===== src/design/snnltc_pkg.sv =====
// ----------------------------------------------------------------------------
// snnltc_pkg: shared constants, types and helpers
// Sizes, field widths, register indexes and window arithmetic helpers for
// the symmetric nearest neighbour texture count block.
// ----------------------------------------------------------------------------
`default_nettype none

package snnltc_pkg;

    localparam int MAX_HALF    = 3;
    localparam int MAX_WIDTH   = 1024;
    localparam int MAX_HEIGHT  = 4096;
    localparam int SAT_COUNT   = 255;

    localparam int RING_ROWS   = 2 * MAX_HALF + 1;
    localparam int STORE_DEPTH = RING_ROWS * MAX_WIDTH;
    localparam int ADDR_W      = $clog2(STORE_DEPTH);
    localparam int RING_W      = $clog2(RING_ROWS);
    localparam int HALF_W      = $clog2(MAX_HALF + 1);
    localparam int COL_W       = $clog2(MAX_WIDTH);
    localparam int ROW_W       = $clog2(MAX_HEIGHT);
    localparam int WID_W       = $clog2(MAX_WIDTH + 1);
    localparam int HGT_W       = $clog2(MAX_HEIGHT + 1);
    localparam int EDGE_W      = ((HGT_W > WID_W) ? HGT_W : WID_W) + 1;
    localparam int LIN_W       = ROW_W + COL_W + 1;

    localparam int PIX_W       = 8;
    localparam int CNT_W       = 8;
    localparam int LIMIT_W     = 8;
    localparam int HCFG_W      = 2;
    localparam int WCFG_W      = 11;
    localparam int TCFG_W      = 13;
    localparam int CFG_DATA_W  = 13;
    localparam int CFG_IDX_W   = 3;

    localparam logic [CFG_IDX_W-1:0] REG_ABS_LIMIT    = 3'd0;
    localparam logic [CFG_IDX_W-1:0] REG_HALF_WIDTH   = 3'd1;
    localparam logic [CFG_IDX_W-1:0] REG_HALF_HEIGHT  = 3'd2;
    localparam logic [CFG_IDX_W-1:0] REG_IMAGE_WIDTH  = 3'd3;
    localparam logic [CFG_IDX_W-1:0] REG_IMAGE_HEIGHT = 3'd4;

    localparam logic CMD_PIXEL = 1'b0;
    localparam logic CMD_DRAIN = 1'b1;

    typedef struct packed {
        logic [LIMIT_W-1:0] abs_limit;
        logic [HALF_W-1:0]  half_w;
        logic [HALF_W-1:0]  half_h;
        logic [WID_W-1:0]   width;
        logic [HGT_W-1:0]   height;
    } t_cfg;

    typedef struct packed {
        logic              we;
        logic [ADDR_W-1:0] waddr;
        logic [PIX_W-1:0]  wdata;
        logic [ADDR_W-1:0] raddr_a;
        logic [ADDR_W-1:0] raddr_b;
    } t_mem_req;

    function automatic logic [HALF_W-1:0] clamp_half(logic [HCFG_W-1:0] v);
        if (int'(v) > MAX_HALF) begin
            clamp_half = HALF_W'(MAX_HALF);
        end else begin
            clamp_half = HALF_W'(v);
        end
    endfunction

    function automatic logic [WID_W-1:0] clamp_width(logic [WCFG_W-1:0] v);
        if (v == '0) begin
            clamp_width = WID_W'(1);
        end else if (int'(v) > MAX_WIDTH) begin
            clamp_width = WID_W'(MAX_WIDTH);
        end else begin
            clamp_width = WID_W'(v);
        end
    endfunction

    function automatic logic [HGT_W-1:0] clamp_height(logic [TCFG_W-1:0] v);
        if (v == '0) begin
            clamp_height = HGT_W'(1);
        end else if (int'(v) > MAX_HEIGHT) begin
            clamp_height = HGT_W'(MAX_HEIGHT);
        end else begin
            clamp_height = HGT_W'(v);
        end
    endfunction

    // half size limited by the distance to both frame edges
    function automatic logic [HALF_W-1:0] edge_half(logic [HALF_W-1:0] h,
                                                    logic [EDGE_W-1:0] pos,
                                                    logic [EDGE_W-1:0] size);
        logic [EDGE_W-1:0] rem;
        logic [EDGE_W-1:0] r;
        r = EDGE_W'(h);
        rem = '0;
        if (pos + EDGE_W'(1) >= size) begin
            edge_half = '0;
        end else begin
            rem = size - pos - EDGE_W'(1);
            if (pos < r) begin
                r = pos;
            end
            if (rem < r) begin
                r = rem;
            end
            edge_half = HALF_W'(r);
        end
    endfunction

    function automatic logic [RING_W-1:0] ring_add(logic [RING_W-1:0] ring,
                                                   logic [HALF_W-1:0] d);
        logic [RING_W:0] s;
        s = {1'b0, ring} + (RING_W + 1)'(d);
        if (s >= (RING_W + 1)'(RING_ROWS)) begin
            s = s - (RING_W + 1)'(RING_ROWS);
        end
        ring_add = s[RING_W-1:0];
    endfunction

    function automatic logic [RING_W-1:0] ring_sub(logic [RING_W-1:0] ring,
                                                   logic [HALF_W-1:0] d);
        logic [RING_W:0] s;
        if ({1'b0, ring} >= (RING_W + 1)'(d)) begin
            s = {1'b0, ring} - (RING_W + 1)'(d);
        end else begin
            s = {1'b0, ring} + (RING_W + 1)'(RING_ROWS) - (RING_W + 1)'(d);
        end
        ring_sub = s[RING_W-1:0];
    endfunction

    function automatic logic [ADDR_W-1:0] mem_addr(logic [RING_W-1:0] ring,
                                                   logic [COL_W-1:0] col);
        mem_addr = ADDR_W'(int'(ring) * MAX_WIDTH + int'(col));
    endfunction

endpackage

`default_nettype wire


===== src/design/snnltc_pair_cmp.sv =====
// ----------------------------------------------------------------------------
// snnltc_pair_cmp: mirrored pair compare unit
// Tests whether either pixel of a mirrored pair lies within the limit of
// the centre pixel.
// ----------------------------------------------------------------------------
`default_nettype none

module snnltc_pair_cmp (
    input  wire logic [snnltc_pkg::LIMIT_W-1:0] i_limit,
    input  wire logic [snnltc_pkg::PIX_W-1:0]   i_ctr,
    input  wire logic [snnltc_pkg::PIX_W-1:0]   i_pix_a,
    input  wire logic [snnltc_pkg::PIX_W-1:0]   i_pix_b,
    output logic                                o_hit
);

    logic [snnltc_pkg::PIX_W-1:0] diff_a;
    logic [snnltc_pkg::PIX_W-1:0] diff_b;

    always_comb begin
        diff_a = (i_pix_a >= i_ctr) ? (i_pix_a - i_ctr) : (i_ctr - i_pix_a);
        diff_b = (i_pix_b >= i_ctr) ? (i_pix_b - i_ctr) : (i_ctr - i_pix_b);
        o_hit  = (diff_a <= i_limit) || (diff_b <= i_limit);
    end

endmodule

`default_nettype wire


===== config.mk =====
export PLATFORM = sky130hd
export DESIGN_NAME = snnltc_pair_cmp
export DESIGN_NICKNAME = d
export VERILOG_FILES = /design/src/design/snnltc_pkg.sv /design/src/design/snnltc_pair_cmp.sv
export SDC_FILE = /design/constraint.sdc
export NUM_CORES = 1
export LEC_CHECK = 0
export BUFFER_PORTS_ARGS = -buffer_cell sky130_fd_sc_hd__buf_2
export CAP_MARGIN = 40
export CORE_UTILIZATION = 30
export DETAILED_ROUTE_END_ITERATION = 12
export PLACE_DENSITY = 0.61
export SYNTH_ARGS = -nofsm -noshare
export SYNTH_HDL_FRONTEND = slang
export SYNTH_SLANG_ARGS = --single-unit

===== constraint.sdc =====
create_clock -name vclk -period 8.3
set_input_delay 1.245 -clock vclk [all_inputs]
set_output_delay 1.245 -clock vclk [all_outputs]
set_load 0.005 [all_outputs]

==> results of run 1 <==
layer usage:
layer | global-route usage | wire length [um]
met1 | 0.1601 | 1788
met2 | 0.2364 | 1749
met3 | 0.002395 | 77
met4 | 0.01538 | 53
met5 | 0 | 0
cells in the mapped netlist (all sizes together) (2+ instances only):
cell type | n | area, um2
a211oi | 5 | 50.05
a21o | 11 | 83.83
a21oi | 20 | 100.1
a311oi | 3 | 43.80
a31oi | 5 | 31.28
and4 | 2 | 17.52
buf | 2 | 22.52
clkbuf | 6 | 22.52
fa | 4 | 80.08
ha | 46 | 575.6
inv | 35 | 131.4
mux2 | 2 | 22.52
mux2i | 12 | 120.1
nand2 | 8 | 30.03
nand3 | 2 | 10.01
nand3b | 3 | 22.52
nand4 | 5 | 31.28
nor2 | 3 | 11.26
nor2b | 3 | 18.77
o21a | 2 | 15.01
o21ai | 10 | 50.05
xnor2 | 6 | 52.55
xor2 | 6 | 52.55
cells by family after synthesis:
kind of cell / Yosys count
AO/OA/AOI/OAI: 61
multiplexers: 14
buffers and inverters: 43
adder cells (fa/ha/maj): 50
XOR/XNOR: 12
AND/OR/NAND/NOR: 28
report_power, final:
part           switching [W]  internal [W]  leakage, nW
combinational      0.0000821     0.0000704         1.04
clock                      0             0            0
sequential                 0             0            0
how the worst max path moves through the flow:
stage / startpoint / end / slack, ns
floorplan: i_pix_a[0] / o_hit / 3.19
global placement: i_ctr[1] / o_hit / 2.70
detailed placement: i_ctr[1] / o_hit / 2.68
CTS: i_ctr[1] / o_hit / 2.68
global route: i_ctr[1] / o_hit / 2.44
finish: i_ctr[1] / o_hit / 2.72
area by class of cell:
cell class,count,share of cell area
Inverter,35,0.07075
Timing Repair Buffer,33,0.08895
Multi-Input combinational cell,165,0.7931
Tap cell,70,0.04717
per-stage QoR:
stage	instance area (um2)	worst slack, ns	util
after floorplan	1649	3.194	-
after global placement	1857	2.698	0.3567
after detailed placement	1857	2.681	0.3567
after CTS	1857	2.683	0.3567
after global routing	1857	2.435	0.3567
final	1857	2.719	0.3567
==> impl_metrics.prom, run 1 <==
# TYPE chip_impl_metric gauge
chip_impl_info{name="run_status",value="complete, no violations"} 1
chip_impl_info{name="criticalPathCategory",value="input pin to output port"} 1
chip_impl_metric{name="multi_input_area",unit="um2"} 1473
chip_impl_metric{name="num_rows",unit=""} 26
chip_impl_metric{name="area.growth.synth_to_final",unit="%"} 12.59
chip_impl_metric{name="achievable-frequency",unit="MHz"} 179.2
chip_impl_metric{name="post-cts-setup-buffer-count",unit=""} 0
chip_impl_metric{name="drive_above_1_share",unit=""} 0.1631
chip_impl_info{name="cpMaxStageDelayCell",value="sky130_fd_sc_hd__a311oi_4"} 1
chip_impl_metric{name="seq_cells",unit=""} 0
chip_impl_metric{name="number_of_global_route_vias_before_repair",unit=""} 1422
chip_impl_metric{name="synthesis.yosys.warnings",unit=""} 0
chip_impl_info{name="final_common_cell",value="sky130_fd_sc_hd__ha_1"} 1
chip_impl_metric{name="sum_neg_setup_slack",unit="ns"} 0
chip_impl_info{name="worstPathCellList",value="buf_2 -> inv_1 -> fa_1 -> a21o_1 -> a21o_1 -> a311oi_4 -> mux2i_1 -> xor2_1 -> ha_1 -> and4_1 -> nand2_1 -> o221ai_1 -> a21oi_1 -> o31ai_1 -> buf_2"} 1
chip_impl_metric{name="final.hold.worst_slack",unit="ns"} 2.983
chip_impl_metric{name="required",unit="ns"} 7.05
chip_impl_metric{name="synth-simple-area-share",unit=""} 0.09332
chip_impl_metric{name="worst-path-stages",unit=""} 15
chip_impl_metric{name="synth.yosys.seq_area_share",unit=""} 0
chip_impl_metric{name="synth.avg_cell_area",unit="um2"} 7.928
chip_impl_metric{name="dp_cell_count",unit=""} 303
chip_impl_metric{name="post_cts_resize_count",unit=""} 0
chip_impl_metric{name="antenna_found_initial",unit=""} 0
chip_impl_metric{name="floorplan.io_pins",unit=""} 33
chip_impl_metric{name="synth-adder-area-share",unit=""} 0.3976
chip_impl_metric{name="place_congestion",unit=""} 0.8137
chip_impl_metric{name="die_x",unit="um"} 76.14
chip_impl_metric{name="start_util",unit=""} 0.3168
chip_impl_info{name="hp-start",value="i_limit[7]"} 1
chip_impl_metric{name="route.detailed.drc",unit=""} 0
chip_impl_metric{name="dp_hpwl",unit="mm"} 3.334
chip_impl_metric{name="max_slew.worst_pin.slew",unit="ns"} 0.5195
chip_impl_metric{name="globalRouteOverflowTotal",unit=""} 0
chip_impl_metric{name="drt-wirelength-per-cell",unit="um"} 12.11
chip_impl_metric{name="power.static_leakage",unit="nW"} 1.044
chip_impl_metric{name="synth_area_in_xor_xnor",unit=""} 0.06373
chip_impl_metric{name="wire_length_of_the_first_global_routing_pass",unit="mm"} 6.092
chip_impl_metric{name="finalNonFillerCells",unit=""} 303
chip_impl_info{name="hp-class",value="input pin to output port"} 1
chip_impl_info{name="rsz_0062_raised_after_global_routing",value="false"} 1
chip_impl_info{name="worst_hold_end",value="o_hit"} 1
chip_impl_metric{name="slew-limit-headroom",unit=""} 0.6537
chip_impl_metric{name="routed_wirelength",unit="mm"} 3.668
chip_impl_metric{name="hold_viol_final",unit=""} 0
chip_impl_info{name="synth_top_family_by_area",value="adder cells"} 1
chip_impl_metric{name="worstPathArrival",unit="ns"} 4.34
chip_impl_metric{name="grt_max_degree",unit=""} 10
chip_impl_metric{name="cp.buffers_inverters",unit=""} 3
chip_impl_metric{name="synth_compound_area_frac",unit=""} 0.2519
chip_impl_metric{name="period_share",unit=""} 0.6724
chip_impl_metric{name="design.final.nets",unit=""} 317
chip_impl_metric{name="final.min_clock_period",unit="ns"} 5.581
chip_impl_info{name="critPathLaunchType",value="input pin"} 1
chip_impl_metric{name="drt_iter0_markers",unit=""} 50
chip_impl_metric{name="post_cts_hold_buffer_count",unit=""} 0
chip_impl_info{name="path_delay_family",value="compound AO/OA/AOI/OAI gates"} 1
chip_impl_info{name="layout.cells.most_common_list",value="sky130_fd_sc_hd__ha_1 (46), sky130_fd_sc_hd__inv_1 (35), sky130_fd_sc_hd__buf_2 (33)"} 1
chip_impl_metric{name="antenna_left",unit=""} 0
chip_impl_metric{name="ys_types",unit=""} 33
chip_impl_metric{name="post_synth_inst_count",unit=""} 208
chip_impl_metric{name="peakVddDrop",unit="V"} 0.00002351
chip_impl_metric{name="vias",unit=""} 1454
chip_impl_metric{name="synth.net_count",unit=""} 290
chip_impl_metric{name="hold_path_depth",unit=""} 5
chip_impl_metric{name="drt-pass1-iter-count",unit=""} 4
chip_impl_metric{name="total_power",unit="W"} 0.0001525
chip_impl_metric{name="synth_mux_area_frac",unit=""} 0.08649
chip_impl_metric{name="syn_area",unit="um2"} 1649
chip_impl_metric{name="fillers",unit=""} 578
chip_impl_metric{name="core",unit="um2"} 5205
chip_impl_metric{name="port-buffer-count",unit=""} 33
chip_impl_metric{name="cp_slowest_stage_delay",unit="ns"} 0.50
chip_impl_metric{name="die-area",unit="um2"} 5797
chip_impl_metric{name="critical_path.max_fanout",unit=""} 7
chip_impl_metric{name="timing_max_transition_violations_final",unit=""} 0
chip_impl_metric{name="drv_cap",unit=""} 0
chip_impl_metric{name="diodes",unit=""} 0
chip_impl_metric{name="setup_viol_count_final",unit=""} 0
chip_impl_info{name="worst_setup_ep_type",value="output port"} 1
chip_impl_metric{name="grt_usage",unit=""} 0.1246
chip_impl_metric{name="die_y",unit="um"} 76.14
chip_impl_metric{name="routed_via_density",unit=""} 4.799
chip_impl_metric{name="clkbuf_count",unit=""} 0
chip_impl_metric{name="seqCellArea",unit="um2"} 0
chip_impl_metric{name="p_per_area",unit="nW/um2"} 82.12
Note: power is estimated with default switching activity, not from simulation.
==> run 2, diff against run 1 <==
- ABC_AREA: not set -> 1
- PLACE_DENSITY: 0.61 -> 0.6
- clock period: 8.3 -> 5.5 ns (I/O delays scaled with it)
==> impl_metrics.prom, run 2 <==
# TYPE chip_impl_metric gauge
chip_impl_info{name="hp-start",value="i_limit[0]"} 1
chip_impl_info{name="hp-class",value="input pin to output port"} 1
chip_impl_info{name="synth_top_cell_by_area",value="sky130_fd_sc_hd__ha_1"} 1
chip_impl_metric{name="peakVddDrop",unit="V"} 0.00003208
chip_impl_metric{name="worst-path-stages",unit=""} 18
chip_impl_metric{name="synth.net_count",unit=""} 435
chip_impl_metric{name="sum_neg_setup_slack",unit="ns"} 0
chip_impl_metric{name="vias",unit=""} 2069
chip_impl_metric{name="drt_iter0_markers",unit=""} 92
chip_impl_metric{name="required",unit="ns"} 4.68
chip_impl_metric{name="post_cts_hold_buffer_count",unit=""} 0
chip_impl_metric{name="routed_wirelength",unit="mm"} 4.949
chip_impl_metric{name="setup_viol_count_final",unit=""} 0
chip_impl_metric{name="floorplan.io_pins",unit=""} 33
chip_impl_metric{name="num_rows",unit=""} 30
chip_impl_metric{name="achievable-frequency",unit="MHz"} 240.5
chip_impl_metric{name="multi_input_area",unit="um2"} 1744
chip_impl_metric{name="ys_types",unit=""} 24
chip_impl_metric{name="place_congestion",unit=""} 0.8563
chip_impl_metric{name="synth.avg_cell_area",unit="um2"} 5.955
chip_impl_metric{name="hold_path_depth",unit=""} 6
chip_impl_metric{name="timing_max_transition_violations_final",unit=""} 0
chip_impl_metric{name="drt-wirelength-per-cell",unit="um"} 10.42
chip_impl_metric{name="period_share",unit=""} 0.7561
chip_impl_metric{name="start_util",unit=""} 0.3094
chip_impl_metric{name="post-cts-setup-buffer-count",unit=""} 0
chip_impl_info{name="top_count_cell_post_synth",value="sky130_fd_sc_hd__nand2_1"} 1
chip_impl_info{name="synth.cells.most_frequent",value="sky130_fd_sc_hd__nand2_1 (110), sky130_fd_sc_hd__inv_1 (76), sky130_fd_sc_hd__ha_1 (46)"} 1
chip_impl_metric{name="clkbuf_count",unit=""} 0
chip_impl_metric{name="cp.buffers_inverters",unit=""} 4
chip_impl_metric{name="synthesis.yosys.warnings",unit=""} 0
chip_impl_info{name="layout.cells.most_common_list",value="sky130_fd_sc_hd__nand2_1 (110), sky130_fd_sc_hd__inv_1 (76), sky130_fd_sc_hd__ha_1 (46)"} 1
chip_impl_metric{name="globalRouteOverflowTotal",unit=""} 0
chip_impl_metric{name="synth.yosys.seq_area_share",unit=""} 0
chip_impl_metric{name="critical_path.max_fanout",unit=""} 6
chip_impl_metric{name="die_y",unit="um"} 85.71
chip_impl_metric{name="die_x",unit="um"} 85.71
chip_impl_metric{name="final.min_clock_period",unit="ns"} 4.159
chip_impl_metric{name="route.detailed.drc",unit=""} 0
chip_impl_metric{name="worstPathArrival",unit="ns"} 3.33
chip_impl_metric{name="port-buffer-count",unit=""} 33
chip_impl_metric{name="slew-limit-headroom",unit=""} 0.7619
chip_impl_info{name="critPathLaunchType",value="input pin"} 1
chip_impl_metric{name="p_per_area",unit="nW/um2"} 118.1
chip_impl_metric{name="synth-simple-area-share",unit=""} 0.3774
chip_impl_metric{name="diodes",unit=""} 0
chip_impl_metric{name="power.static_leakage",unit="nW"} 1.430
chip_impl_metric{name="synth_area_in_xor_xnor",unit=""} 0.05000
chip_impl_info{name="final_common_cell",value="sky130_fd_sc_hd__nand2_1"} 1
chip_impl_metric{name="grt_max_degree",unit=""} 10
chip_impl_metric{name="core",unit="um2"} 6794
chip_impl_info{name="crit_path_frequent_cell",value="sky130_fd_sc_hd__nand2_1"} 1
chip_impl_metric{name="antenna_left",unit=""} 0
chip_impl_metric{name="grt_usage",unit=""} 0.1450
chip_impl_metric{name="hold_viol_final",unit=""} 0
chip_impl_metric{name="seq_cells",unit=""} 0
chip_impl_metric{name="drv_cap",unit=""} 0
chip_impl_metric{name="post_cts_resize_count",unit=""} 0
chip_impl_metric{name="seqCellArea",unit="um2"} 0
chip_impl_metric{name="drive_above_1_share",unit=""} 0.1425
chip_impl_info{name="cpMaxStageDelayCell",value="sky130_fd_sc_hd__fa_1"} 1
chip_impl_metric{name="final.hold.worst_slack",unit="ns"} 2.253
chip_impl_metric{name="synth-adder-area-share",unit=""} 0.3119
chip_impl_metric{name="synth_mux_area_frac",unit=""} 0
chip_impl_info{name="netlist_top_cells_area",value="sky130_fd_sc_hd__ha_1 (27%), sky130_fd_sc_hd__nand2_1 (20%), sky130_fd_sc_hd__inv_1 (14%)"} 1
chip_impl_metric{name="design.final.nets",unit=""} 463
chip_impl_metric{name="fillers",unit=""} 759
chip_impl_metric{name="dp_hpwl",unit="mm"} 4.533
chip_impl_metric{name="area.growth.synth_to_final",unit="%"} 10.30
chip_impl_metric{name="wire_length_of_the_first_global_routing_pass",unit="mm"} 8.949
chip_impl_info{name="worst_hold_end",value="o_hit"} 1
chip_impl_metric{name="syn_area",unit="um2"} 2102
chip_impl_metric{name="number_of_global_route_vias_before_repair",unit=""} 2030
chip_impl_info{name="worst_setup_ep_type",value="output port"} 1
chip_impl_info{name="run_status",value="complete, no violations"} 1
chip_impl_metric{name="die-area",unit="um2"} 7345
chip_impl_info{name="path_delay_family",value="simple AND/OR/NAND/NOR gates"} 1
chip_impl_info{name="worstPathCellList",value="buf_2 -> inv_1 -> fa_1 -> nand3_2 -> nand3_2 -> nand2_1 -> nand2_1 -> nor2_4 -> nand3_1 -> nand2_1 -> inv_1 -> ha_1 -> nand2_1 -> nor2_1 -> nand3_1 -> o21ai_0 -> nand3b_1 -> buf_2"} 1
chip_impl_metric{name="drt-pass1-iter-count",unit=""} 4
chip_impl_info{name="criticalPathCategory",value="input pin to output port"} 1
chip_impl_metric{name="routed_via_density",unit=""} 4.356
chip_impl_metric{name="cp_slowest_stage_delay",unit="ns"} 0.51
chip_impl_metric{name="antenna_found_initial",unit=""} 0
chip_impl_metric{name="yosysTopAreaCellShare",unit=""} 0.2738
chip_impl_metric{name="synth_compound_area_frac",unit=""} 0.09048
chip_impl_metric{name="max_slew.worst_pin.slew",unit="ns"} 0.3571
chip_impl_info{name="rsz_0062_raised_after_global_routing",value="false"} 1
chip_impl_info{name="synth_top_family_by_area",value="simple AND/OR/NAND/NOR gates"} 1
chip_impl_metric{name="post_synth_inst_count",unit=""} 353
-- run 2: changes by cell type in the layout (fill, tap and decap cells not counted), sizes merged, moves of 3 or more --
cell / before / now
mux2i: 12 / 0
a31oi: 5 / 0
nor2: 3 / 14
a311oi: 3 / 0
nor2b: 3 / 0
a21o: 11 / 0
nand3: 2 / 36
a211oi: 5 / 0
inv: 35 / 77
nand2: 8 / 117
-- run 2: where the power goes --
group          leakage (nW)  switching, W  internal (W)
Sequential                0             0             0
Combinational          1.43      0.000165      0.000108
Clock                     0             0             0
-- run 2: per-stage QoR --
step	total power, W	utilization	cell area (um2)	setup slack (ns)	cells
2_1_floorplan	0.0002127	-	2102	1.858	353
5_1_grt	0.0003210	0.3413	2318	1.079	475
4_1_cts	0.0002755	0.3413	2318	1.341	475
6_report	0.0002739	0.3413	2318	1.341	475
3_3_place_gp	0.0002719	0.3413	2318	1.400	475
3_5_place_dp	0.0002744	0.3413	2318	1.340	475
-- run 2: cell families (layout without fill, tap and decap cells) --
group / after synthesis / in the layout
buf+inv: 84 / 110
compound gates: 32 / 32
simple gates: 175 / 175
fa+ha+maj: 50 / 50
xor+xnor: 12 / 12
-- run 2: how the worst max path moves through the flow --
| stage | start | to | slack (ns) |
|---|---|---|---|
| 5_1_grt | i_ctr[1] | o_hit | 1.08 |
| 2_1_floorplan | i_pix_a[0] | o_hit | 1.86 |
| 3_3_place_gp | i_ctr[1] | o_hit | 1.40 |
| 6_report | i_ctr[1] | o_hit | 1.34 |
| 3_5_place_dp | i_ctr[1] | o_hit | 1.34 |
| 4_1_cts | i_ctr[1] | o_hit | 1.34 |
-- run 2: layout make-up --
type,instances,area share
inverter,77,0.1247
multi-input combinational,269,0.7523
timing repair buffer,33,0.07124
tap,96,0.05181
-- run 2: worst min-delay path: cells and delay by family --
family / cells / cell delay [ns]
buf+inv: 2 / 0.21
simple gates: 2 / 0.18
fa+ha+maj: 1 / 0.14
compound gates: 1 / 0.08
-- run 2: routing by layer --
| layer | GRT usage | wire length [um] | vias up |
|---|---|---|---|
| li1 | - | - | 1145 |
| met1 | 0.2118 | 2618 | 899 |
| met2 | 0.2531 | 2225 | 25 |
| met3 | 0.002887 | 104 | 0 |
| met4 | 0 | 0 | 0 |
| met5 | 0 | 0 | - |
