`src/design/snnltc_pkg.sv`:
```
// ----------------------------------------------------------------------------
// snnltc_pkg: shared constants, types and helpers
// Sizes, field widths, register indexes and window arithmetic helpers for
// the symmetric nearest neighbour texture count block.
// ----------------------------------------------------------------------------
`default_nettype none

package snnltc_pkg;

    localparam int MAX_HALF    = 3;
    localparam int MAX_WIDTH   = 1024;
    localparam int MAX_HEIGHT  = 4096;
    localparam int SAT_COUNT   = 255;

    localparam int RING_ROWS   = 2 * MAX_HALF + 1;
    localparam int STORE_DEPTH = RING_ROWS * MAX_WIDTH;
    localparam int ADDR_W      = $clog2(STORE_DEPTH);
    localparam int RING_W      = $clog2(RING_ROWS);
    localparam int HALF_W      = $clog2(MAX_HALF + 1);
    localparam int COL_W       = $clog2(MAX_WIDTH);
    localparam int ROW_W       = $clog2(MAX_HEIGHT);
    localparam int WID_W       = $clog2(MAX_WIDTH + 1);
    localparam int HGT_W       = $clog2(MAX_HEIGHT + 1);
    localparam int EDGE_W      = ((HGT_W > WID_W) ? HGT_W : WID_W) + 1;
    localparam int LIN_W       = ROW_W + COL_W + 1;

    localparam int PIX_W       = 8;
    localparam int CNT_W       = 8;
    localparam int LIMIT_W     = 8;
    localparam int HCFG_W      = 2;
    localparam int WCFG_W      = 11;
    localparam int TCFG_W      = 13;
    localparam int CFG_DATA_W  = 13;
    localparam int CFG_IDX_W   = 3;

    localparam logic [CFG_IDX_W-1:0] REG_ABS_LIMIT    = 3'd0;
    localparam logic [CFG_IDX_W-1:0] REG_HALF_WIDTH   = 3'd1;
    localparam logic [CFG_IDX_W-1:0] REG_HALF_HEIGHT  = 3'd2;
    localparam logic [CFG_IDX_W-1:0] REG_IMAGE_WIDTH  = 3'd3;
    localparam logic [CFG_IDX_W-1:0] REG_IMAGE_HEIGHT = 3'd4;

    localparam logic CMD_PIXEL = 1'b0;
    localparam logic CMD_DRAIN = 1'b1;

    typedef struct packed {
        logic [LIMIT_W-1:0] abs_limit;
        logic [HALF_W-1:0]  half_w;
        logic [HALF_W-1:0]  half_h;
        logic [WID_W-1:0]   width;
        logic [HGT_W-1:0]   height;
    } t_cfg;

    typedef struct packed {
        logic              we;
        logic [ADDR_W-1:0] waddr;
        logic [PIX_W-1:0]  wdata;
        logic [ADDR_W-1:0] raddr_a;
        logic [ADDR_W-1:0] raddr_b;
    } t_mem_req;

    function automatic logic [HALF_W-1:0] clamp_half(logic [HCFG_W-1:0] v);
        if (int'(v) > MAX_HALF) begin
            clamp_half = HALF_W'(MAX_HALF);
        end else begin
            clamp_half = HALF_W'(v);
        end
    endfunction

    function automatic logic [WID_W-1:0] clamp_width(logic [WCFG_W-1:0] v);
        if (v == '0) begin
            clamp_width = WID_W'(1);
        end else if (int'(v) > MAX_WIDTH) begin
            clamp_width = WID_W'(MAX_WIDTH);
        end else begin
            clamp_width = WID_W'(v);
        end
    endfunction

    function automatic logic [HGT_W-1:0] clamp_height(logic [TCFG_W-1:0] v);
        if (v == '0) begin
            clamp_height = HGT_W'(1);
        end else if (int'(v) > MAX_HEIGHT) begin
            clamp_height = HGT_W'(MAX_HEIGHT);
        end else begin
            clamp_height = HGT_W'(v);
        end
    endfunction

    // half size limited by the distance to both frame edges
    function automatic logic [HALF_W-1:0] edge_half(logic [HALF_W-1:0] h,
                                                    logic [EDGE_W-1:0] pos,
                                                    logic [EDGE_W-1:0] size);
        logic [EDGE_W-1:0] rem;
        logic [EDGE_W-1:0] r;
        r = EDGE_W'(h);
        rem = '0;
        if (pos + EDGE_W'(1) >= size) begin
            edge_half = '0;
        end else begin
            rem = size - pos - EDGE_W'(1);
            if (pos < r) begin
                r = pos;
            end
            if (rem < r) begin
                r = rem;
            end
            edge_half = HALF_W'(r);
        end
    endfunction

    function automatic logic [RING_W-1:0] ring_add(logic [RING_W-1:0] ring,
                                                   logic [HALF_W-1:0] d);
        logic [RING_W:0] s;
        s = {1'b0, ring} + (RING_W + 1)'(d);
        if (s >= (RING_W + 1)'(RING_ROWS)) begin
            s = s - (RING_W + 1)'(RING_ROWS);
        end
        ring_add = s[RING_W-1:0];
    endfunction

    function automatic logic [RING_W-1:0] ring_sub(logic [RING_W-1:0] ring,
                                                   logic [HALF_W-1:0] d);
        logic [RING_W:0] s;
        if ({1'b0, ring} >= (RING_W + 1)'(d)) begin
            s = {1'b0, ring} - (RING_W + 1)'(d);
        end else begin
            s = {1'b0, ring} + (RING_W + 1)'(RING_ROWS) - (RING_W + 1)'(d);
        end
        ring_sub = s[RING_W-1:0];
    endfunction

    function automatic logic [ADDR_W-1:0] mem_addr(logic [RING_W-1:0] ring,
                                                   logic [COL_W-1:0] col);
        mem_addr = ADDR_W'(int'(ring) * MAX_WIDTH + int'(col));
    endfunction

endpackage

`default_nettype wire

```
`src/design/snnltc_in_if.sv`:
```
// ----------------------------------------------------------------------------
// snnltc_in_if: input item channel
// Valid/ready channel carrying a command and a pixel.
// ----------------------------------------------------------------------------
`default_nettype none

interface snnltc_in_if;
    logic                        valid;
    logic                        ready;
    logic                        command;
    logic [snnltc_pkg::PIX_W-1:0] pixel;

    modport source (output valid, output command, output pixel, input ready);
    modport sink   (input valid, input command, input pixel, output ready);
endinterface

`default_nettype wire

```
`src/design/snnltc_out_if.sv`:
```
// ----------------------------------------------------------------------------
// snnltc_out_if: result item channel
// Valid/ready channel carrying the pair count and the frame end flag.
// ----------------------------------------------------------------------------
`default_nettype none

interface snnltc_out_if;
    logic                        valid;
    logic                        ready;
    logic [snnltc_pkg::CNT_W-1:0] count;
    logic                        frame_last;

    modport source (output valid, output count, output frame_last, input ready);
    modport sink   (input valid, input count, input frame_last, output ready);
endinterface

`default_nettype wire

```
`src/design/snnltc_seq.sv`:
```
// ----------------------------------------------------------------------------
// snnltc_seq: pixel and window sequencer
// Tracks input and output raster positions, decides when a result is due
// and walks the mirrored pairs of the window through the compare unit.
// ----------------------------------------------------------------------------
`default_nettype none

module snnltc_seq (
    input  wire logic                        i_clk,
    input  wire logic                        i_rst_n,
    input  wire snnltc_pkg::t_cfg            i_cfg,
    snnltc_in_if.sink                        i_in,
    snnltc_out_if.source                     o_out,
    output snnltc_pkg::t_mem_req             o_mem,
    input  wire logic [snnltc_pkg::PIX_W-1:0] i_rd_a,
    output logic [snnltc_pkg::PIX_W-1:0]     o_ctr,
    input  wire logic                        i_hit
);

    localparam logic [2:0] ST_IDLE = 3'd0;
    localparam logic [2:0] ST_LOUT = 3'd1;
    localparam logic [2:0] ST_LAG  = 3'd2;
    localparam logic [2:0] ST_CMP  = 3'd3;
    localparam logic [2:0] ST_CTR  = 3'd4;
    localparam logic [2:0] ST_WALK = 3'd5;
    localparam logic [2:0] ST_LAST = 3'd6;
    localparam logic [2:0] ST_OUT  = 3'd7;

    localparam int EW = snnltc_pkg::EDGE_W;
    localparam int LW = snnltc_pkg::LIN_W;
    localparam int HW = snnltc_pkg::HALF_W;
    localparam int CW = snnltc_pkg::COL_W;
    localparam int RW = snnltc_pkg::ROW_W;
    localparam int GW = snnltc_pkg::RING_W;

    logic [2:0]                     r_state, n_state;
    logic [CW-1:0]                  r_in_col, n_in_col;
    logic [RW-1:0]                  r_in_row, n_in_row;
    logic [GW-1:0]                  r_in_ring, n_in_ring;
    logic [CW-1:0]                  r_out_col, n_out_col;
    logic [RW-1:0]                  r_out_row, n_out_row;
    logic [GW-1:0]                  r_out_ring, n_out_ring;
    logic                           r_draining, n_draining;
    logic                           r_pv, n_pv;
    logic                           r_ctr_pend, n_ctr_pend;

    logic [LW-1:0]                  r_lin_in, n_lin_in;
    logic [LW-1:0]                  r_lin_out, n_lin_out;
    logic [LW-1:0]                  r_prod, n_prod;
    logic [HW-1:0]                  r_h, n_h;
    logic [HW-1:0]                  r_dy, n_dy;
    logic signed [HW:0]             r_dx, n_dx;
    logic [snnltc_pkg::PIX_W-1:0]   r_ctr, n_ctr;
    logic [snnltc_pkg::CNT_W-1:0]   r_tally, n_tally;
    logic                           r_last, n_last;

    logic                           in_fire;
    logic [RW-1:0]                  mul_a;
    logic [CW-1:0]                  mul_b;
    logic [LW-1:0]                  mul_res;
    logic                           lag_hit;
    logic [HW-1:0]                  h_col;
    logic [HW-1:0]                  h_row;
    logic                           walk_end;
    logic signed [CW+1:0]           sum_a;
    logic signed [CW+1:0]           sum_b;
    logic [snnltc_pkg::ADDR_W-1:0]  addr_ctr;
    logic [snnltc_pkg::ADDR_W-1:0]  addr_a;
    logic [snnltc_pkg::ADDR_W-1:0]  addr_b;
    logic                           in_row_end;
    logic                           in_col_end;
    logic                           out_row_end;
    logic                           out_col_end;

    assign in_fire      = i_in.valid && i_in.ready;
    assign i_in.ready   = (r_state == ST_IDLE);
    assign o_out.valid  = (r_state == ST_OUT);
    assign o_out.count  = r_tally;
    assign o_out.frame_last = r_last;
    assign o_ctr        = r_ctr;

    // shared position multiplier: row * width + column
    always_comb begin
        unique case (r_state)
            ST_IDLE: begin
                mul_a = r_in_row;
                mul_b = r_in_col;
            end
            ST_LOUT: begin
                mul_a = r_out_row;
                mul_b = r_out_col;
            end
            default: begin
                mul_a = RW'(i_cfg.half_h);
                mul_b = CW'(i_cfg.half_w);
            end
        endcase
        mul_res = LW'(mul_a) * LW'(i_cfg.width) + LW'(mul_b);
    end

    assign lag_hit = ({1'b0, r_lin_in} >= ({1'b0, r_lin_out} + {1'b0, r_prod}));

    assign h_col = snnltc_pkg::edge_half(i_cfg.half_w, EW'(r_out_col), EW'(i_cfg.width));
    assign h_row = snnltc_pkg::edge_half(i_cfg.half_h, EW'(r_out_row), EW'(i_cfg.height));

    assign in_col_end  = (EW'(r_in_col) + EW'(1) >= EW'(i_cfg.width));
    assign in_row_end  = (EW'(r_in_row) + EW'(1) >= EW'(i_cfg.height));
    assign out_col_end = (EW'(r_out_col) + EW'(1) >= EW'(i_cfg.width));
    assign out_row_end = (EW'(r_out_row) + EW'(1) >= EW'(i_cfg.height));

    assign walk_end = (r_dy == '0) && (r_dx == '0);

    // mirrored pair addresses
    always_comb begin
        sum_a    = $signed({2'b00, r_out_col}) + (CW + 2)'(r_dx);
        sum_b    = $signed({2'b00, r_out_col}) - (CW + 2)'(r_dx);
        addr_ctr = snnltc_pkg::mem_addr(r_out_ring, r_out_col);
        addr_a   = snnltc_pkg::mem_addr(snnltc_pkg::ring_sub(r_out_ring, r_dy),
                                        sum_a[CW-1:0]);
        addr_b   = snnltc_pkg::mem_addr(snnltc_pkg::ring_add(r_out_ring, r_dy),
                                        sum_b[CW-1:0]);
    end

    always_comb begin
        o_mem.we      = 1'b0;
        o_mem.waddr   = snnltc_pkg::mem_addr(r_in_ring, r_in_col);
        o_mem.wdata   = i_in.pixel;
        o_mem.raddr_a = (r_state == ST_CTR) ? addr_ctr : addr_a;
        o_mem.raddr_b = addr_b;

        n_state    = r_state;
        n_in_col   = r_in_col;
        n_in_row   = r_in_row;
        n_in_ring  = r_in_ring;
        n_out_col  = r_out_col;
        n_out_row  = r_out_row;
        n_out_ring = r_out_ring;
        n_draining = r_draining;
        n_pv       = 1'b0;
        n_ctr_pend = 1'b0;
        n_lin_in   = r_lin_in;
        n_lin_out  = r_lin_out;
        n_prod     = r_prod;
        n_h        = r_h;
        n_dy       = r_dy;
        n_dx       = r_dx;
        n_ctr      = r_ctr;
        n_tally    = r_tally;
        n_last     = r_last;

        if (r_pv && i_hit && (r_tally != snnltc_pkg::CNT_W'(snnltc_pkg::SAT_COUNT))) begin
            n_tally = r_tally + snnltc_pkg::CNT_W'(1);
        end

        unique case (r_state)
            ST_IDLE: begin
                if (in_fire) begin
                    if (r_draining) begin
                        n_state = ST_CTR;
                    end else if (i_in.command == snnltc_pkg::CMD_PIXEL) begin
                        o_mem.we = 1'b1;
                        n_lin_in = mul_res;
                        if (in_col_end) begin
                            n_in_col = '0;
                            if (in_row_end) begin
                                n_in_row   = '0;
                                n_in_ring  = '0;
                                n_draining = 1'b1;
                            end else begin
                                n_in_row  = r_in_row + RW'(1);
                                n_in_ring = (r_in_ring == GW'(snnltc_pkg::RING_ROWS - 1)) ?
                                            '0 : r_in_ring + GW'(1);
                            end
                        end else begin
                            n_in_col = r_in_col + CW'(1);
                        end
                        n_state = ST_LOUT;
                    end
                end
            end
            ST_LOUT: begin
                n_lin_out = mul_res;
                n_state   = ST_LAG;
            end
            ST_LAG: begin
                n_prod  = mul_res;
                n_state = ST_CMP;
            end
            ST_CMP: begin
                n_state = lag_hit ? ST_CTR : ST_IDLE;
            end
            ST_CTR: begin
                n_h        = h_col;
                n_dy       = h_row;
                n_dx       = -$signed({1'b0, h_col});
                n_tally    = '0;
                n_ctr_pend = 1'b1;
                n_state    = ST_WALK;
            end
            ST_WALK: begin
                if (r_ctr_pend) begin
                    n_ctr = i_rd_a;
                end
                if (walk_end) begin
                    n_state = ST_LAST;
                end else begin
                    n_pv = 1'b1;
                    if (r_dx == $signed({1'b0, r_h})) begin
                        n_dx = -$signed({1'b0, r_h});
                        n_dy = r_dy - HW'(1);
                    end else begin
                        n_dx = r_dx + (HW + 1)'(1);
                    end
                end
            end
            ST_LAST: begin
                n_last = out_col_end && out_row_end;
                if (out_col_end) begin
                    n_out_col = '0;
                    if (out_row_end) begin
                        n_out_row  = '0;
                        n_out_ring = '0;
                        n_draining = 1'b0;
                    end else begin
                        n_out_row  = r_out_row + RW'(1);
                        n_out_ring = (r_out_ring == GW'(snnltc_pkg::RING_ROWS - 1)) ?
                                     '0 : r_out_ring + GW'(1);
                    end
                end else begin
                    n_out_col = r_out_col + CW'(1);
                end
                n_state = ST_OUT;
            end
            ST_OUT: begin
                if (o_out.ready) begin
                    n_state = ST_IDLE;
                end
            end
            default: begin
                n_state = ST_IDLE;
            end
        endcase
    end

    always_ff @(posedge i_clk) begin
        if (!i_rst_n) begin
            r_state    <= ST_IDLE;
            r_in_col   <= '0;
            r_in_row   <= '0;
            r_in_ring  <= '0;
            r_out_col  <= '0;
            r_out_row  <= '0;
            r_out_ring <= '0;
            r_draining <= 1'b0;
            r_pv       <= 1'b0;
            r_ctr_pend <= 1'b0;
            r_tally    <= '0;
        end else begin
            r_state    <= n_state;
            r_in_col   <= n_in_col;
            r_in_row   <= n_in_row;
            r_in_ring  <= n_in_ring;
            r_out_col  <= n_out_col;
            r_out_row  <= n_out_row;
            r_out_ring <= n_out_ring;
            r_draining <= n_draining;
            r_pv       <= n_pv;
            r_ctr_pend <= n_ctr_pend;
            r_tally    <= n_tally;
        end
    end

    always_ff @(posedge i_clk) begin
        r_lin_in  <= n_lin_in;
        r_lin_out <= n_lin_out;
        r_prod    <= n_prod;
        r_h       <= n_h;
        r_dy      <= n_dy;
        r_dx      <= n_dx;
        r_ctr     <= n_ctr;
        r_last    <= n_last;
    end

endmodule

`default_nettype wire

```
`src/flat_wrapper.sv`:
```
// flat-port wrapper written by rule: the top's interface ports become plain ports
module snnltc_seq_flat 
  (i_clk, i_rst_n, i_cfg, o_mem, i_rd_a, o_ctr, i_hit, i_in_valid, i_in_command, i_in_pixel, i_in_ready, o_out_valid, o_out_count, o_out_frame_last, o_out_ready);
  snnltc_in_if i_in_i ();
  snnltc_out_if o_out_i ();
  input  wire logic i_clk;
  input  wire logic i_rst_n;
  input  wire snnltc_pkg::t_cfg i_cfg;
  output snnltc_pkg::t_mem_req o_mem;
  input  wire logic [snnltc_pkg::PIX_W-1:0] i_rd_a;
  output logic [snnltc_pkg::PIX_W-1:0] o_ctr;
  input  wire logic i_hit;
  input wire logic [$bits(i_in_i.valid)-1:0] i_in_valid;
  input wire logic [$bits(i_in_i.command)-1:0] i_in_command;
  input wire logic [$bits(i_in_i.pixel)-1:0] i_in_pixel;
  output wire logic [$bits(i_in_i.ready)-1:0] i_in_ready;
  output wire logic [$bits(o_out_i.valid)-1:0] o_out_valid;
  output wire logic [$bits(o_out_i.count)-1:0] o_out_count;
  output wire logic [$bits(o_out_i.frame_last)-1:0] o_out_frame_last;
  input wire logic [$bits(o_out_i.ready)-1:0] o_out_ready;
  assign i_in_i.valid = i_in_valid;
  assign i_in_i.command = i_in_command;
  assign i_in_i.pixel = i_in_pixel;
  assign i_in_ready = i_in_i.ready;
  assign o_out_valid = o_out_i.valid;
  assign o_out_count = o_out_i.count;
  assign o_out_frame_last = o_out_i.frame_last;
  assign o_out_i.ready = o_out_ready;
  snnltc_seq u_core (.i_clk(i_clk), .i_rst_n(i_rst_n), .i_cfg(i_cfg), .i_in(i_in_i), .o_out(o_out_i), .o_mem(o_mem), .i_rd_a(i_rd_a), .o_ctr(o_ctr), .i_hit(i_hit));
endmodule
```
`config.mk`:
```
export PLATFORM = sky130hd
export DESIGN_NAME = snnltc_seq_flat
export DESIGN_NICKNAME = d
export VERILOG_FILES = /design/src/design/snnltc_pkg.sv /design/src/design/snnltc_in_if.sv /design/src/design/snnltc_out_if.sv /design/src/design/snnltc_seq.sv /design/src/flat_wrapper.sv
export SDC_FILE = /design/constraint.sdc
export NUM_CORES = 1
export LEC_CHECK = 0
export ABC_AREA = 1
export BUFFER_PORTS_ARGS = -buffer_cell sky130_fd_sc_hd__buf_2
export CORE_MARGIN = 2
export CORE_UTILIZATION = 35
export DETAILED_ROUTE_END_ITERATION = 7
export SYNTH_ARGS = -nofsm -noshare
export SYNTH_HDL_FRONTEND = slang
export SYNTH_SLANG_ARGS = --single-unit
```
`constraint.sdc`:
```
create_clock -name i_clk -period 12.03 [get_ports i_clk]
set_input_delay 3.0075 -clock i_clk [delete_from_list [all_inputs] [get_ports i_clk]]
set_output_delay 3.0075 -clock i_clk [all_outputs]
set_load 0.01 [all_outputs]
```
==> flow_summary.toml, run 1 <==
[critical_path]
crit_fanout = 7
cp_data_arrival_time_ns = 8.56
cp.required_ns = 12.21
rr_worst_depth = 21
timing.rr.end = "u_core.r_lin_out[22]"
rr_startpoint = "u_core.r_state[0]"
rrSetupSlack_ns = 4.76
endpoint_kind = "flop"
crit_path_start_kind = "primary input"
path_class = "primary input to flop"

[timing]
fin_crit_sh = 0.697
slew_headroom = 0.388
finalHoldViolations = 0
slew_violations = 0
timing.fmax_ghz = 0.119
finalClockSkew_ns = 0.0136
layout_setup_ws_ns = 3.65
min_period_ns = 8.38
hold-worst-slack_ns = 0.480
final-setup-viol-count = 0
setup_tns_ns = 0
rsz0062_at_grt = "false"
tightest_slew_ns = 0.917

[drt]
drt_iter0_drc = 840
viasPerCell = 4.98
drc_errors = 0
dr.pass1.iters = 7
ant_nets = 0
vias = 14300
drt-total-wl_microns = 43100
wl_per_cell_microns = 15.0

[clock_tree]
cts_made_buffers = 17
clkLatencyLatePin_ns = 0.45
tritoncts = "built"
root_buffer = "clkbuf_16"
cts_buffer_depth = 2
post_cts_buffers = 0
holdBufCountCts = 0
htree_num_levels = 4
cts_resized = 0
path_clk_slew_ns = 0.06
clkSinkCount = 149

[yosys]
synth_ff_type = "edfxtp_1"
syn_area_per_cell_sq_um = 7.82
synth-seq-area-share = 0.229
async_flop_share = 0
synthCells = 2138
synth.distinct_cells = 59
ys_ff_latch = 149
yosys_warnings = 0
synth-edff-count = 85
syn_area_sq_um = 16700

[floorplan]
core_area_sq_um = 47400
die_h_microns = 223
fp-row-count = 80
die-area_sq_um = 49500
io-pin-count = 125
start_util = 0.352
die_w_microns = 223

[grt]
gr-usage-all-layers = 0.178
grt_pass1_wl_microns = 71500
grt_max_degree = 46
grt_pass1_vias = 14400
grt-ovfl-total = 0
grt_antenna_before_repair = 0

[power_and_ir_drop]
p_leak_nw = 9.10
vdd.ir_drop.worst_v = 0.000107
p_per_area_nw_per_um2 = 141

[placement]
dp.cells = 2838
dp_hpwl_microns = 35500
gp_congestion = 0.909
numPortBuffers = 100
dp_slack_ns = 3.28

[finish]
instances_no_fill = 2870
area_growth_pct = 10.7
layout_commonest_cell = "nand2_1"
drive_above_1_share = 0.0763
antenna_cells = 0
nets = 2643
most-common-layout-cells = "nand2_1, inv_1, ha_1, nor2_1, a21oi_1"

[min_path]
hp-class = "flop to flop"
worstHoldPathCells = 2
min_from = "u_core.r_out_row[10]"
min_to = "u_core.r_out_row[10]"

[outcome]
status = "finished, final reports clean"

[job]
cap_violations = 0
==> stage by stage <==
stage | utilization | cell area (sq um) | total power, W
6_report | 0.390 | 18500 | 0.00261
4_1_cts | 0.390 | 18500 | 0.00264
3_5_place_dp | 0.377 | 17900 | 0.00206
3_3_place_gp | 0.377 | 17900 | 0.00204
2_1_floorplan | - | 16800 | 0.00170
5_1_grt | 0.390 | 18500 | 0.00286
==> flip-flops by register name, summed over array words and instances, names as in the netlist, 2 cells and up <==
| name | count |
|---|---|
| u_core.r_lin_in | 23 |
| u_core.r_lin_out | 23 |
| u_core.r_prod | 23 |
| u_core.r_in_row | 12 |
| u_core.r_out_row | 12 |
| u_core.r_in_col | 10 |
| u_core.r_out_col | 10 |
| u_core.o_ctr | 8 |
| u_core.o_out.count | 8 |
| u_core.r_dx | 3 |
| u_core.r_in_ring | 3 |
| u_core.r_out_ring | 3 |
| u_core.r_state | 3 |
| u_core.r_dy | 2 |
| u_core.r_h | 2 |
==> Yosys cell counts, drive strengths merged, types with 2 or more instances <==
| master | number | area [sq um] |
|---|---|---|
| xor2 | 74 | 656 |
| buf | 17 | 114 |
| nand3 | 82 | 420 |
| dfxtp | 64 | 1280 |
| a21oi | 147 | 736 |
| o21ai | 91 | 455 |
| nor2 | 197 | 806 |
| ha | 236 | 2950 |
| fa | 107 | 2140 |
| inv | 383 | 1440 |
| nor4 | 9 | 56.3 |
| nand3b | 3 | 22.5 |
| o21bai | 7 | 52.6 |
| a211oi | 6 | 45.0 |
| o31ai | 3 | 22.5 |
| o211ai | 11 | 82.6 |
| a31oi | 8 | 50.1 |
| xnor2 | 29 | 254 |
| edfxtp | 85 | 2550 |
| o22ai | 22 | 170 |
| nand4 | 36 | 225 |
| clkinv | 7 | 27.5 |
| clkbuf | 18 | 71.3 |
| a221oi | 4 | 35.0 |
| and3 | 2 | 12.5 |
| nand2 | 426 | 1610 |
| nor3 | 37 | 223 |
| a21o | 6 | 45.0 |
| a31o | 2 | 17.5 |
| o21a | 3 | 22.5 |
| or2 | 7 | 43.8 |
==> cell type report <==
cell class              instances  area (sq um)
fillers                      4964         28900
multi-input cells            1581         11300
clock inverters                15           188
well taps                     615           769
flip-flops and latches        149          3830
clock buffers                  17           425
inverters                     390          1470
repair buffers                103           523
==> kinds of logic (layout without fill, tap and decap cells) <==
kind of cell             count (synthesis)  in the layout  synth area share
flip-flops                             149            149             0.229
XOR/XNOR                               103            103            0.0544
AO/OA/AOI/OAI                          316            316             0.107
other                                    1             18          0.000224
buffers and inverters                  425            525            0.0990
multiplexers                             1              1          0.000674
AND/OR/NAND/NOR                        800            800             0.205
adder cells (fa/ha/maj)                343            343             0.305
==> worst max-delay path by stage <==
| stage | from | end | slack (ns) | cells past startpoint |
|---|---|---|---|---|
| 6_report | i_cfg[25] | u_core.r_lin_in[18] | 3.65 | 21 |
| 5_1_grt | i_cfg[25] | u_core.r_lin_in[18] | 3.37 | 21 |
| 4_1_cts | i_cfg[25] | u_core.r_lin_in[18] | 3.75 | 21 |
| 3_5_place_dp | i_cfg[25] | u_core.r_lin_out[18] | 3.28 | 21 |
| 3_3_place_gp | i_cfg[25] | u_core.r_lin_in[18] | 3.31 | 21 |
| 2_1_floorplan | i_cfg[25] | u_core.r_lin_in[18] | 4.19 | 20 |
==> worst max-delay path, cell delays in order <==
cell and delay [ns]:
buf_2 0.12, o22ai_1 0.09, a21oi_1 0.64, inv_1 0.28, nor2_1 0.22, fa_1 0.44
fa_1 0.52, fa_1 0.52, fa_1 0.54, inv_1 0.05, fa_1 0.52, inv_1 0.04
ha_1 0.36, nand2_1 0.12, nor2_1 0.19, nand2_1 0.08, o211ai_1 0.14, a31oi_1 0.12
o21bai_1 0.25, a31oi_1 0.13, xnor2_1 0.16
==> layer usage <==
layer / GRT usage / wire, microns / up-vias / share of wire
li1: - / - / 7145 / -
met1: 0.223 / 19100 / 6751 / 0.44
met2: 0.310 / 20500 / 318 / 0.48
met3: 0.0300 / 2150 / 75 / 0.050
met4: 0.0628 / 1320 / 0 / 0.031
met5: 0 / 0 / - / 0
==> power by group <==
part           internal, W  switching [W]  leakage [nW]
Clock             0.000344       0.000217         0.288
Combinational     0.000481       0.000850          7.50
Sequential        0.000674      0.0000490          1.31
Total              0.00150        0.00112          9.10
Note: power is estimated with default switching activity, not from simulation.
==> run 2, diff against run 1 <==
==> constraint.sdc (replaced) <==
create_clock -name i_clk -period 8.2 [get_ports i_clk]
set_input_delay 2.05 -clock i_clk [delete_from_list [all_inputs] [get_ports i_clk]]
set_output_delay 2.05 -clock i_clk [all_outputs]
set_load 0.01 [all_outputs]
==> run 2 against run 1 <==
Effect of this change: via count rose by 0.62%; worst hold slack got worse by 0.012 ns; critical path depth did not move; sequential power rose by 47%; combinational power rose by 49%; cell count rose by 0.35%.
==> flow_summary.toml, run 2 (synthesized netlist as in run 1, its figures left out) <==
[critical_path]
startpoint = "i_cfg[25]"
crit_path_start_kind = "primary input"
rr_startpoint = "u_core.r_state[0]"
cp.required_ns = 8.45
rr_worst_depth = 23
cpLargestDelayFamily = "adder cells"
endpoint = "u_core.r_lin_in[17]"
cp_num_buf_inv = 5
crit_path_frequent_cell = "fa_1"
crit_fanout = 6
timing.rr.end = "u_core.r_lin_in[17]"
endpoint_kind = "flop"
cp_data_arrival_time_ns = 7.33
cpPeakStageDelay_ns = 0.54
crit_cells = 21
cp_slowest_cell = "fa_1"
rrSetupSlack_ns = 1.43
path_class = "primary input to flop"
critical_path.cell_chain = "buf_2 > o22ai_1 > a21oi_1 > buf_4 > nand2_1 > fa_1 > fa_1 > inv_1 > fa_1 > fa_1 > inv_1 > fa_1 > inv_1 > ha_1 > nand2_1 > o21ai_1 > nand2_1 > a21oi_1 > a31oi_1 > o21ai_1 > xor2_1"

[finish]
layout_commonest_cell = "nand2_1"
instances_no_fill = 2880
design_area_sq_um = 18600
drive_above_1_share = 0.0799
nets = 2653
top_regs = "u_core.r_lin_in: 23 flops, u_core.r_lin_out: 23 flops, u_core.r_prod: 23 flops"
fill_cells = 4990
antenna_cells = 0
most-common-layout-cells = "nand2_1, inv_1, ha_1, nor2_1, a21oi_1"
area_growth_pct = 11.3

[power_and_ir_drop]
p_leak_nw = 9.16
p_per_area_nw_per_um2 = 209
vdd.ir_drop.worst_v = 0.000159

[grt]
grt_max_degree = 41
grt_pass1_wl_microns = 70500
grt-ovfl-total = 0
gr-usage-all-layers = 0.176
grt_antenna_before_repair = 1
grt_pass1_vias = 14300

[job]
cap_violations = 0

[timing]
rsz0062_at_grt = "false"
finalHoldViolations = 0
hold-worst-slack_ns = 0.468
timing.fmax_ghz = 0.141
layout_setup_ws_ns = 1.12
slew_headroom = 0.494
finalClockSkew_ns = 0.0174
setup_tns_ns = 0
slew_violations = 0
final-setup-viol-count = 0
fin_crit_sh = 0.863
min_period_ns = 7.08
tightest_slew_ns = 0.759

[floorplan]
die-area_sq_um = 49500
die_h_microns = 223
die_w_microns = 223
start_util = 0.352
core_area_sq_um = 47400
fp-row-count = 80
io-pin-count = 125

[min_path]
hp-class = "flop to flop"

[drt]
drt-total-wl_microns = 43100
drt_iter0_drc = 810
ant_nets = 0
dr.pass1.iters = 5
drc_errors = 0
viasPerCell = 4.99
vias = 14400
wl_per_cell_microns = 15.0

[placement]
place_area_sq_um = 18000
dp.cells = 2848
numPortBuffers = 100
dp_hpwl_microns = 35800
dp_slack_ns = 0.795
gp_congestion = 0.928

[clock_tree]
path_clk_slew_ns = 0.06
cts_made_buffers = 17
cts_resized = 0
tritoncts = "built"
holdBufCountCts = 0
clkSinkCount = 149
cts_buffer_depth = 2
post_cts_buffers = 0
clkLatencyLatePin_ns = 0.45
root_buffer = "clkbuf_16"
htree_num_levels = 4

[outcome]
status = "finished, final reports clean"
==> run 2: cell type report <==
cell class / instances / area, sq um / share of cell area
clock buffer: 18 / 429 / 0.0231
clock inverter: 14 / 208 / 0.0112
inverter: 390 / 1470 / 0.0790
multi-input combinational: 1581 / 11300 / 0.607
sequential: 149 / 3830 / 0.206
tap: 615 / 769 / 0.0414
timing repair buffer: 113 / 598 / 0.0321
==> run 2: worst register-to-register path, stage by stage (launching register included) <==
cell and delay, ns:
dfxtp_1 0.54, inv_1 0.22, nor2_4 0.15, inv_2 0.19
o22ai_1 0.65, inv_1 0.30, nor2_1 0.23, fa_1 0.45
inv_1 0.09, fa_1 0.40, inv_1 0.09, fa_1 0.41
fa_1 0.54, inv_1 0.05, fa_1 0.52, inv_1 0.04
ha_1 0.34, nand2_1 0.07, o21ai_1 0.32, nand2_1 0.10
a21oi_1 0.26, a31oi_1 0.18, o21ai_1 0.18, xor2_1 0.26
==> run 2: metrics by stage <==
stage               total power, W   util
floorplan                  0.00250      -
global placement           0.00301  0.379
detailed placement         0.00305  0.379
CTS                        0.00393  0.392
global route               0.00426  0.392
finish                     0.00389  0.392
==> run 2: worst min path at each step <==
stage | endpoint | cells after the start | start | slack [ns]
global route | u_core.r_out_row[10] | 2 | u_core.r_out_row[10] | 0.50
global placement | u_core.r_out_row[10] | 2 | u_core.r_out_row[10] | 0.45
floorplan | u_core.r_out_row[10] | 2 | u_core.r_out_row[10] | 0.44
detailed placement | u_core.r_out_row[10] | 2 | u_core.r_out_row[10] | 0.46
CTS | u_core.r_out_row[10] | 2 | u_core.r_out_row[10] | 0.47
finish | u_core.r_out_row[10] | 2 | u_core.r_out_row[10] | 0.47
==> run 2: routing by layer <==
layer / global-route usage / wire length [microns] / part of all wire / vias up
met5: 0 / 0 / 0 / -
met4: 0.0669 / 1380 / 0.032 / 0
met3: 0.0271 / 1940 / 0.045 / 71
met2: 0.302 / 20500 / 0.47 / 342
met1: 0.224 / 19300 / 0.45 / 6784
li1: - / - / - / 7180
==> run 2: where the power goes <==
group	internal, W	switching (W)
sequential	0.000988	0.0000730
clock	0.000537	0.000317
combinational	0.000723	0.00125
total	0.00225	0.00164
